### src/rtl/ild_pkg.sv
// ----------------------------------------------------------------------------
// ild_pkg
// Shared types and codes of the indexed list block: commands, status codes,
// control state and the per-cycle control word sent to every list cell.
// ----------------------------------------------------------------------------
package ild_pkg;

    localparam int unsigned ValueW = 32;
    localparam int unsigned PosW   = 8;
    localparam int unsigned ItemW  = 6;

    localparam logic [1:0] CMD_INSERT = 2'd0;
    localparam logic [1:0] CMD_DELETE = 2'd1;
    localparam logic [1:0] CMD_SHOW   = 2'd2;

    localparam logic [1:0] ST_OK      = 2'd0;
    localparam logic [1:0] ST_BAD_POS = 2'd1;
    localparam logic [1:0] ST_EMPTY   = 2'd2;
    localparam logic [1:0] ST_FULL    = 2'd3;

    typedef enum logic {
        S_IDLE,
        S_SHOW
    } t_state;

    typedef enum logic [1:0] {
        OP_HOLD,
        OP_INSERT,
        OP_DELETE,
        OP_ROTATE
    } t_cell_op;

    typedef struct packed {
        t_cell_op          op;
        logic [PosW-1:0]   pos;
    } t_cell_ctrl;

endpackage

### src/rtl/ild_cell.sv
// ----------------------------------------------------------------------------
// ild_cell
// One list entry. Depending on the broadcast control word it keeps its value,
// takes the new value, or takes the value of its left or right neighbor.
// ----------------------------------------------------------------------------
module ild_cell
    import ild_pkg::*;
#(
    parameter int unsigned INDEX = 0
) (
    input  logic                     i_clk,
    input  t_cell_ctrl               i_ctrl,
    input  logic signed [ValueW-1:0] i_value,
    input  logic signed [ValueW-1:0] i_left,
    input  logic signed [ValueW-1:0] i_right,
    output logic signed [ValueW-1:0] o_data
);

    localparam logic [PosW-1:0] Idx = PosW'(INDEX);

    logic signed [ValueW-1:0] r_data;
    logic signed [ValueW-1:0] n_data;

    always_comb begin
        n_data = r_data;
        case (i_ctrl.op)
            OP_INSERT: begin
                if (Idx == i_ctrl.pos) begin
                    n_data = i_value;
                end else if (Idx > i_ctrl.pos) begin
                    n_data = i_left;
                end
            end
            OP_DELETE: begin
                if (Idx >= i_ctrl.pos) begin
                    n_data = i_right;
                end
            end
            OP_ROTATE: begin
                n_data = i_right;
            end
            default: begin
                n_data = r_data;
            end
        endcase
    end

    always_ff @(posedge i_clk) begin
        r_data <= n_data;
    end

    assign o_data = r_data;

endmodule

### src/rtl/indexed_list_insert_delete.sv
// An insert or delete updates the cells when it is accepted; its status request
// appears on the output register the cycle after it is accepted.
// Insert, delete, unused commands and empty displays do not hold off the next
// command unless the output side stalls; a display holds off new commands through
// acceptance and one full rotation of the cell ring, longer if the output stalls.
// Reset: synchronous, active low; clears the count and control, entries stay.
// ----------------------------------------------------------------------------
// indexed_list_insert_delete
// Ordered list of up to CAPACITY signed values held in a ring of cells.
// ----------------------------------------------------------------------------
module indexed_list_insert_delete
    import ild_pkg::*;
#(
    parameter int unsigned CAPACITY = 16
) (
    input  logic                     i_clk,
    input  logic                     i_rst_n,
    input  logic                     i_in_valid,
    output logic                     o_in_stall,
    input  logic [1:0]               i_cmd,
    input  logic signed [ValueW-1:0] i_value,
    input  logic [PosW-1:0]          i_position,
    output logic                     o_out_valid,
    input  logic                     i_out_stall,
    output logic [1:0]               o_status,
    output logic signed [ValueW-1:0] o_item_value,
    output logic [ItemW-1:0]         o_item_position,
    output logic                     o_last
);

    localparam int unsigned CntW = $clog2(CAPACITY + 1);
    localparam logic [CntW-1:0] CntFull = CntW'(CAPACITY);
    localparam logic [CntW-1:0] StepEnd = CntW'(CAPACITY - 1);

    // Control state.
    t_state          r_state, n_state;
    logic [CntW-1:0] r_count, n_count;
    logic [CntW-1:0] r_step,  n_step;
    logic            r_out_valid, n_out_valid;

    // Output payload register.
    logic [1:0]               r_status,   n_status;
    logic signed [ValueW-1:0] r_item_val, n_item_val;
    logic [ItemW-1:0]         r_item_pos, n_item_pos;
    logic                     r_last,     n_last;

    t_cell_ctrl               cell_ctrl;
    logic signed [ValueW-1:0] cell_data [CAPACITY];
    logic                     out_free;
    logic                     in_acc;
    logic                     load_out;
    logic [PosW-1:0]          count_ext;

    // The output register can take a new request when it is empty or its
    // current request leaves this cycle.
    assign out_free   = !r_out_valid || !i_out_stall;
    assign o_in_stall = !((r_state == S_IDLE) && out_free);
    assign in_acc     = i_in_valid && !o_in_stall;
    assign count_ext  = PosW'(r_count);

    // The cells form a ring: the last cell's right neighbor is cell zero, so
    // a display rotates the whole list once and leaves it where it started.
    for (genvar g = 0; g < CAPACITY; g++) begin : g_cell
        ild_cell #(
            .INDEX(g)
        ) u_cell (
            .i_clk  (i_clk),
            .i_ctrl (cell_ctrl),
            .i_value(i_value),
            .i_left (cell_data[(g + CAPACITY - 1) % CAPACITY]),
            .i_right(cell_data[(g + 1) % CAPACITY]),
            .o_data (cell_data[g])
        );
    end

    // Next state.
    always_comb begin
        n_state = r_state;
        unique case (r_state)
            S_IDLE: begin
                if (in_acc && (i_cmd == CMD_SHOW) && (r_count != '0)) begin
                    n_state = S_SHOW;
                end
            end
            S_SHOW: begin
                if (out_free && (r_step == StepEnd)) begin
                    n_state = S_IDLE;
                end
            end
            default: begin
                n_state = S_IDLE;
            end
        endcase
    end

    // Cell control, count, step and output register loads.
    always_comb begin
        cell_ctrl.op  = OP_HOLD;
        cell_ctrl.pos = i_position;
        n_count       = r_count;
        n_step        = r_step;
        load_out      = 1'b0;
        n_status      = ST_OK;
        n_item_val    = '0;
        n_item_pos    = '0;
        n_last        = 1'b1;
        unique case (r_state)
            S_IDLE: begin
                n_step = '0;
                if (in_acc) begin
                    unique case (i_cmd)
                        CMD_INSERT: begin
                            load_out = 1'b1;
                            if (r_count == CntFull) begin
                                n_status = ST_FULL;
                            end else if (i_position > count_ext) begin
                                n_status = ST_BAD_POS;
                            end else begin
                                cell_ctrl.op = OP_INSERT;
                                n_count      = r_count + 1'b1;
                            end
                        end
                        CMD_DELETE: begin
                            load_out = 1'b1;
                            if (r_count == '0) begin
                                n_status = ST_EMPTY;
                            end else if (i_position >= count_ext) begin
                                n_status = ST_BAD_POS;
                            end else begin
                                cell_ctrl.op = OP_DELETE;
                                n_count      = r_count - 1'b1;
                            end
                        end
                        CMD_SHOW: begin
                            // An empty list answers with a single status request.
                            if (r_count == '0) begin
                                load_out = 1'b1;
                                n_status = ST_EMPTY;
                            end
                        end
                        default: begin
                            load_out = 1'b0;
                        end
                    endcase
                end
            end
            S_SHOW: begin
                // Each advance emits cell zero while the step is below the
                // count, then rotates the ring by one place.
                if (out_free) begin
                    cell_ctrl.op = OP_ROTATE;
                    n_step       = r_step + 1'b1;
                    if (r_step < r_count) begin
                        load_out   = 1'b1;
                        n_item_val = cell_data[0];
                        n_item_pos = ItemW'(r_step);
                        n_last     = (r_step == (r_count - 1'b1));
                    end
                end
            end
            default: begin
                n_step = '0;
            end
        endcase
        n_out_valid = load_out ? 1'b1 : (r_out_valid && i_out_stall);
    end

    always_ff @(posedge i_clk) begin
        if (!i_rst_n) begin
            r_state     <= S_IDLE;
            r_count     <= '0;
            r_step      <= '0;
            r_out_valid <= 1'b0;
        end else begin
            r_state     <= n_state;
            r_count     <= n_count;
            r_step      <= n_step;
            r_out_valid <= n_out_valid;
        end
    end

    always_ff @(posedge i_clk) begin
        if (load_out) begin
            r_status   <= n_status;
            r_item_val <= n_item_val;
            r_item_pos <= n_item_pos;
            r_last     <= n_last;
        end
    end

    assign o_out_valid     = r_out_valid;
    assign o_status        = r_status;
    assign o_item_value    = r_item_val;
    assign o_item_position = r_item_pos;
    assign o_last          = r_last;

endmodule
### config.mk
export PLATFORM = sky130hd
export DESIGN_NAME = indexed_list_insert_delete
export DESIGN_NICKNAME = d
export VERILOG_FILES = /design/src/rtl/ild_pkg.sv /design/src/rtl/ild_cell.sv /design/src/rtl/indexed_list_insert_delete.sv
export SDC_FILE = /design/constraint.sdc
export NUM_CORES = 1
export LEC_CHECK = 0
export BUFFER_PORTS_ARGS = -buffer_cell sky130_fd_sc_hd__buf_2
export CAP_MARGIN = 20
export CORE_UTILIZATION = 61
export CTS_CLUSTER_SIZE = 16
export DETAILED_ROUTE_END_ITERATION = 10
export HOLD_SLACK_MARGIN = 0.05
export PLACE_DENSITY = 0.86
export SYNTH_ARGS = -nofsm -noshare
export SYNTH_HDL_FRONTEND = slang
export SYNTH_SLANG_ARGS = --single-unit
export TNS_END_PERCENT = 10
### constraint.sdc
create_clock -name i_clk -period 6.2 [get_ports i_clk]
set_input_delay 0 -clock i_clk [delete_from_list [all_inputs] [get_ports i_clk]]
set_output_delay 0 -clock i_clk [all_outputs]
set_load 0.05 [all_outputs]
==> results.cfg <==
[global_routing]
overflow = 0
antenna_found_initial = 3
grt_pass1_wl_mm = 115
grt_max_degree = 311
track_usage_pct = 31.4
grt_pass1_vias = 19608

[place]
portBuffers = 87
dp.final_hpwl_mm = 41.5
numPlacedInstances = 3050
gp_congestion = 0.874
placed_cell_area_um2 = 29600

[worst_setup_path]
cp_num_buf_inv = 1
critPathMaxStageDelay_ps = 970
required_ps = 6280
worstSetupPathType = reg -> reg
regToRegStartpoint = r_count[2]
cp-start-kind = register
crit_path_end_kind = register
crit_family = simple AND/OR/NAND/NOR gates
cpMaxStageDelayCell = o21ai_1
reg2reg_slack_ps = 1810
timing.rr.end = g_cell[15].u_cell.o_data[1]
rr_worst_depth = 8
cp_data_arrival_time_ps = 4480
path_cells = inv_1, ha_1, and3_1, o21ai_0, nand4_1, nand2_8, o21ai_1, nand2_2
cp_max_fo = 114

[floorplan]
start_util_pct = 61.9
io_pins = 89
die_area_um2 = 48100
die_h_um = 219
die_w_um = 219
coreArea_um2 = 46600
std_cell_rows = 79

[route]
wirelength_mm = 75.6
first_iter_violations = 2946
postRouteAntennaNets = 0
vias = 20459
routedWlPerCell_um = 23.7
firstDrtPassIters = 6
drc_errors = 0
via_per_inst = 6.41

[sta]
rsz0062_at_grt = no
min_period_over_period_pct = 70.9
tns_ps = 0
setup_viol_count_final = 0
drv_slew = 0
hold_viol_final = 0
worst_pin_slew_ps = 1090
finalCriticalPeriod_ps = 4390
fmax_mhz = 228
relSlewSlack_pct = 26.8
clock_skew_ps = 17.5

[clock_tree]
cts_made_buffers = 54
root_buffer = clkbuf_16
cts-htree-levels = 2
clk_path_buf_depth = 3
clk_latency_ps = 620
cts_setup_buffers = 0
path_clk_slew_ps = 70
cts.sinks = 564
tritoncts = built

[logic_synthesis]
ys_types = 47
ys_seq_elements = 564
synth_edf_count = 552
synth_nets = 2588
syn_area_um2 = 28800
synth_top_area_cell = edfxtp_1
synthCells = 2528
postSynthAreaPerCell_um2 = 11.4
synth_top_cell_area_share_pct = 57.5
async_flop_share_pct = 0
yosysSeqAreaShare_pct = 58.3
synthFlopType = edfxtp_1
synth_area_leaders = edfxtp_1 (57%), mux2i_1 (18%), o21ai_0 (8.6%), nand2_1 (7.0%), clkbuf_1 (1.7%)
ys_warn_count = 0

[status]
status = finished clean

[finish]
nets = 2601
layoutNonFillerInstCount = 3193
area_delta_synth_final_pct = 9.96
final_area_um2 = 31700
fillCellCount = 3040
drive_gt1_share_pct = 8.98

[hold_path]
min-delay-start = i_position[0]
hp-class = in -> reg
min_to = g_cell[0].u_cell.o_data[5]
min_path_cells = 4

[power]
p_leak_nw = 10.8
ir_drop_mv = 0.375
powerDensity_nw_per_um2 = 239

[run]
maxCapViolCount = 0
-- state kept, by name (all words and copies together) (netlist names) --
signal                count
o_last                    1
o_status                  2
o_item_value             32
r_state                   1
r_count                   5
r_step                    5
o_out_valid               1
o_item_position           5
g_cell.u_cell.o_data    512
-- logic make-up (layout without fill, tap and decap cells) --
group                      Yosys count  after routing  synth area share, %
muxes                              514            514                 17.8
AOI/OAI and AO/OA                  561            561                 9.95
other                                1              4               0.0130
xor gates and xnor gates            10             10                0.304
and+or+nand+nor                    645            645                 9.36
adders and majority gates           14             14                0.608
DFF                                564            564                 58.3
buffers and inverters              219            274                 3.59
-- synthesized netlist by cell type, types with 2 or more instances --
| library cell | count |
|---|---|
| edfxtp_1 | 552 |
| nand2_1 | 536 |
| mux2i_1 | 514 |
| o21ai_0 | 495 |
| clkbuf_1 | 132 |
| buf_2 | 45 |
| and2_1 | 38 |
| o21ai_1 | 33 |
| buf_4 | 24 |
| nor2_1 | 15 |
| ha_1 | 14 |
| dfxtp_1 | 12 |
| a21oi_1 | 10 |
| nand3_1 | 10 |
| buf_6 | 9 |
| inv_1 | 9 |
| nor2_2 | 7 |
| nand2b_1 | 6 |
| xnor2_1 | 6 |
| nand4_1 | 5 |
| a21o_1 | 4 |
| and3_1 | 4 |
| nor2b_1 | 4 |
| o21a_1 | 4 |
| xor2_1 | 4 |
| a31oi_1 | 3 |
| nor3_1 | 3 |
| nor4b_1 | 3 |
| or3_1 | 3 |
| a211oi_1 | 2 |
| a21boi_0 | 2 |
| nand3b_1 | 2 |
| nor3_4 | 2 |
| nor3b_1 | 2 |
| o41ai_1 | 2 |
-- where the power goes --
| part | switching, mW | internal, mW |
|---|---|---|
| clock network | 1.44 | 1.77 |
| registers | 0.00593 | 4.14 |
| logic | 0.171 | 0.0655 |
-- routing by layer --
layer | vias to the layer above | routed length (um) | track usage [%]
met1 | 9831 | 28900 | 42.2
li1 | 9193 | - | -
met3 | 212 | 7670 | 4.92
met2 | 1223 | 36100 | 51.1
met5 | - | 0 | 0
met4 | 0 | 2930 | 12.6
-- through the flow --
stage / setup WS (ps) / hold WS, ps / utilization (%) / total power [mW]
floorplan: 439 / 162 / - / 4.36
global placement: 1960 / 301 / 63.6 / 4.43
detailed placement: 1870 / 309 / 63.6 / 4.44
CTS: 1850 / 75.8 / 68.0 / 7.59
global route: 1560 / 125 / 68.1 / 7.74
finish: 1810 / 115 / 68.1 / 7.59
-- worst max-delay path by stage --
stage                           start                           end  slack, ps  cells after the start
after floorplan           o_out_valid    g_cell[1].u_cell.o_data[0]        440                      7
after global placement     r_count[0]   g_cell[14].u_cell.o_data[9]       1960                      9
after detailed placement   r_count[2]   g_cell[15].u_cell.o_data[9]       1870                      8
after CTS                  r_count[2]   g_cell[15].u_cell.o_data[8]       1850                      8
after global routing       r_count[2]  g_cell[15].u_cell.o_data[19]       1560                      8
final                      r_count[2]   g_cell[15].u_cell.o_data[1]       1810                      8
-- worst min-delay path, stage by stage --
cell and delay, ps:
buf_2 180, nor3_4 160, mux2i_1 150, o21ai_1 100
-- what timing repair did --
item	CTS	global route
hold buffers	40	0
endpoints found under the hold margin	490	0
resized for setup	0	0
-- cell type report --
type / count / area (um^2) / area share, %
Sequential cell: 564 / 16800 / 53.0
Multi-Input combinational cell: 1745 / 11200 / 35.4
Clock buffer: 71 / 1420 / 4.46
Timing Repair Buffer: 167 / 1190 / 3.76
Tap cell: 607 / 759 / 2.40
Clock inverter: 27 / 244 / 0.770
Inverter: 9 / 33.8 / 0.107
Antenna cell: 3 / 7.51 / 0.0237
-- cells in the final DEF (no fill, tap or decap), types with 5 or more instances in the layout --
master | synthesis | routed
a21oi_1 | 10 | 7
and2_1 | 38 | 38
buf_2 | 45 | 87
buf_4 | 24 | 36
clkbuf_1 | 132 | 17
clkbuf_16 | 0 | 54
clkinv_1 | 0 | 14
clkinv_2 | 0 | 6
dfxtp_1 | 12 | 12
dlygate4sd3_1 | 0 | 40
edfxtp_1 | 552 | 552
ha_1 | 14 | 14
inv_1 | 9 | 9
mux2i_1 | 514 | 514
nand2_1 | 536 | 531
nand2_2 | 1 | 5
nand2b_1 | 6 | 5
nand3_1 | 10 | 7
nand4_1 | 5 | 5
nor2_1 | 15 | 13
nor2_4 | 0 | 8
o21ai_0 | 495 | 488
o21ai_1 | 33 | 34
o21ai_4 | 0 | 6
xnor2_1 | 6 | 6
Note: power is estimated with default switching activity, not from simulation.
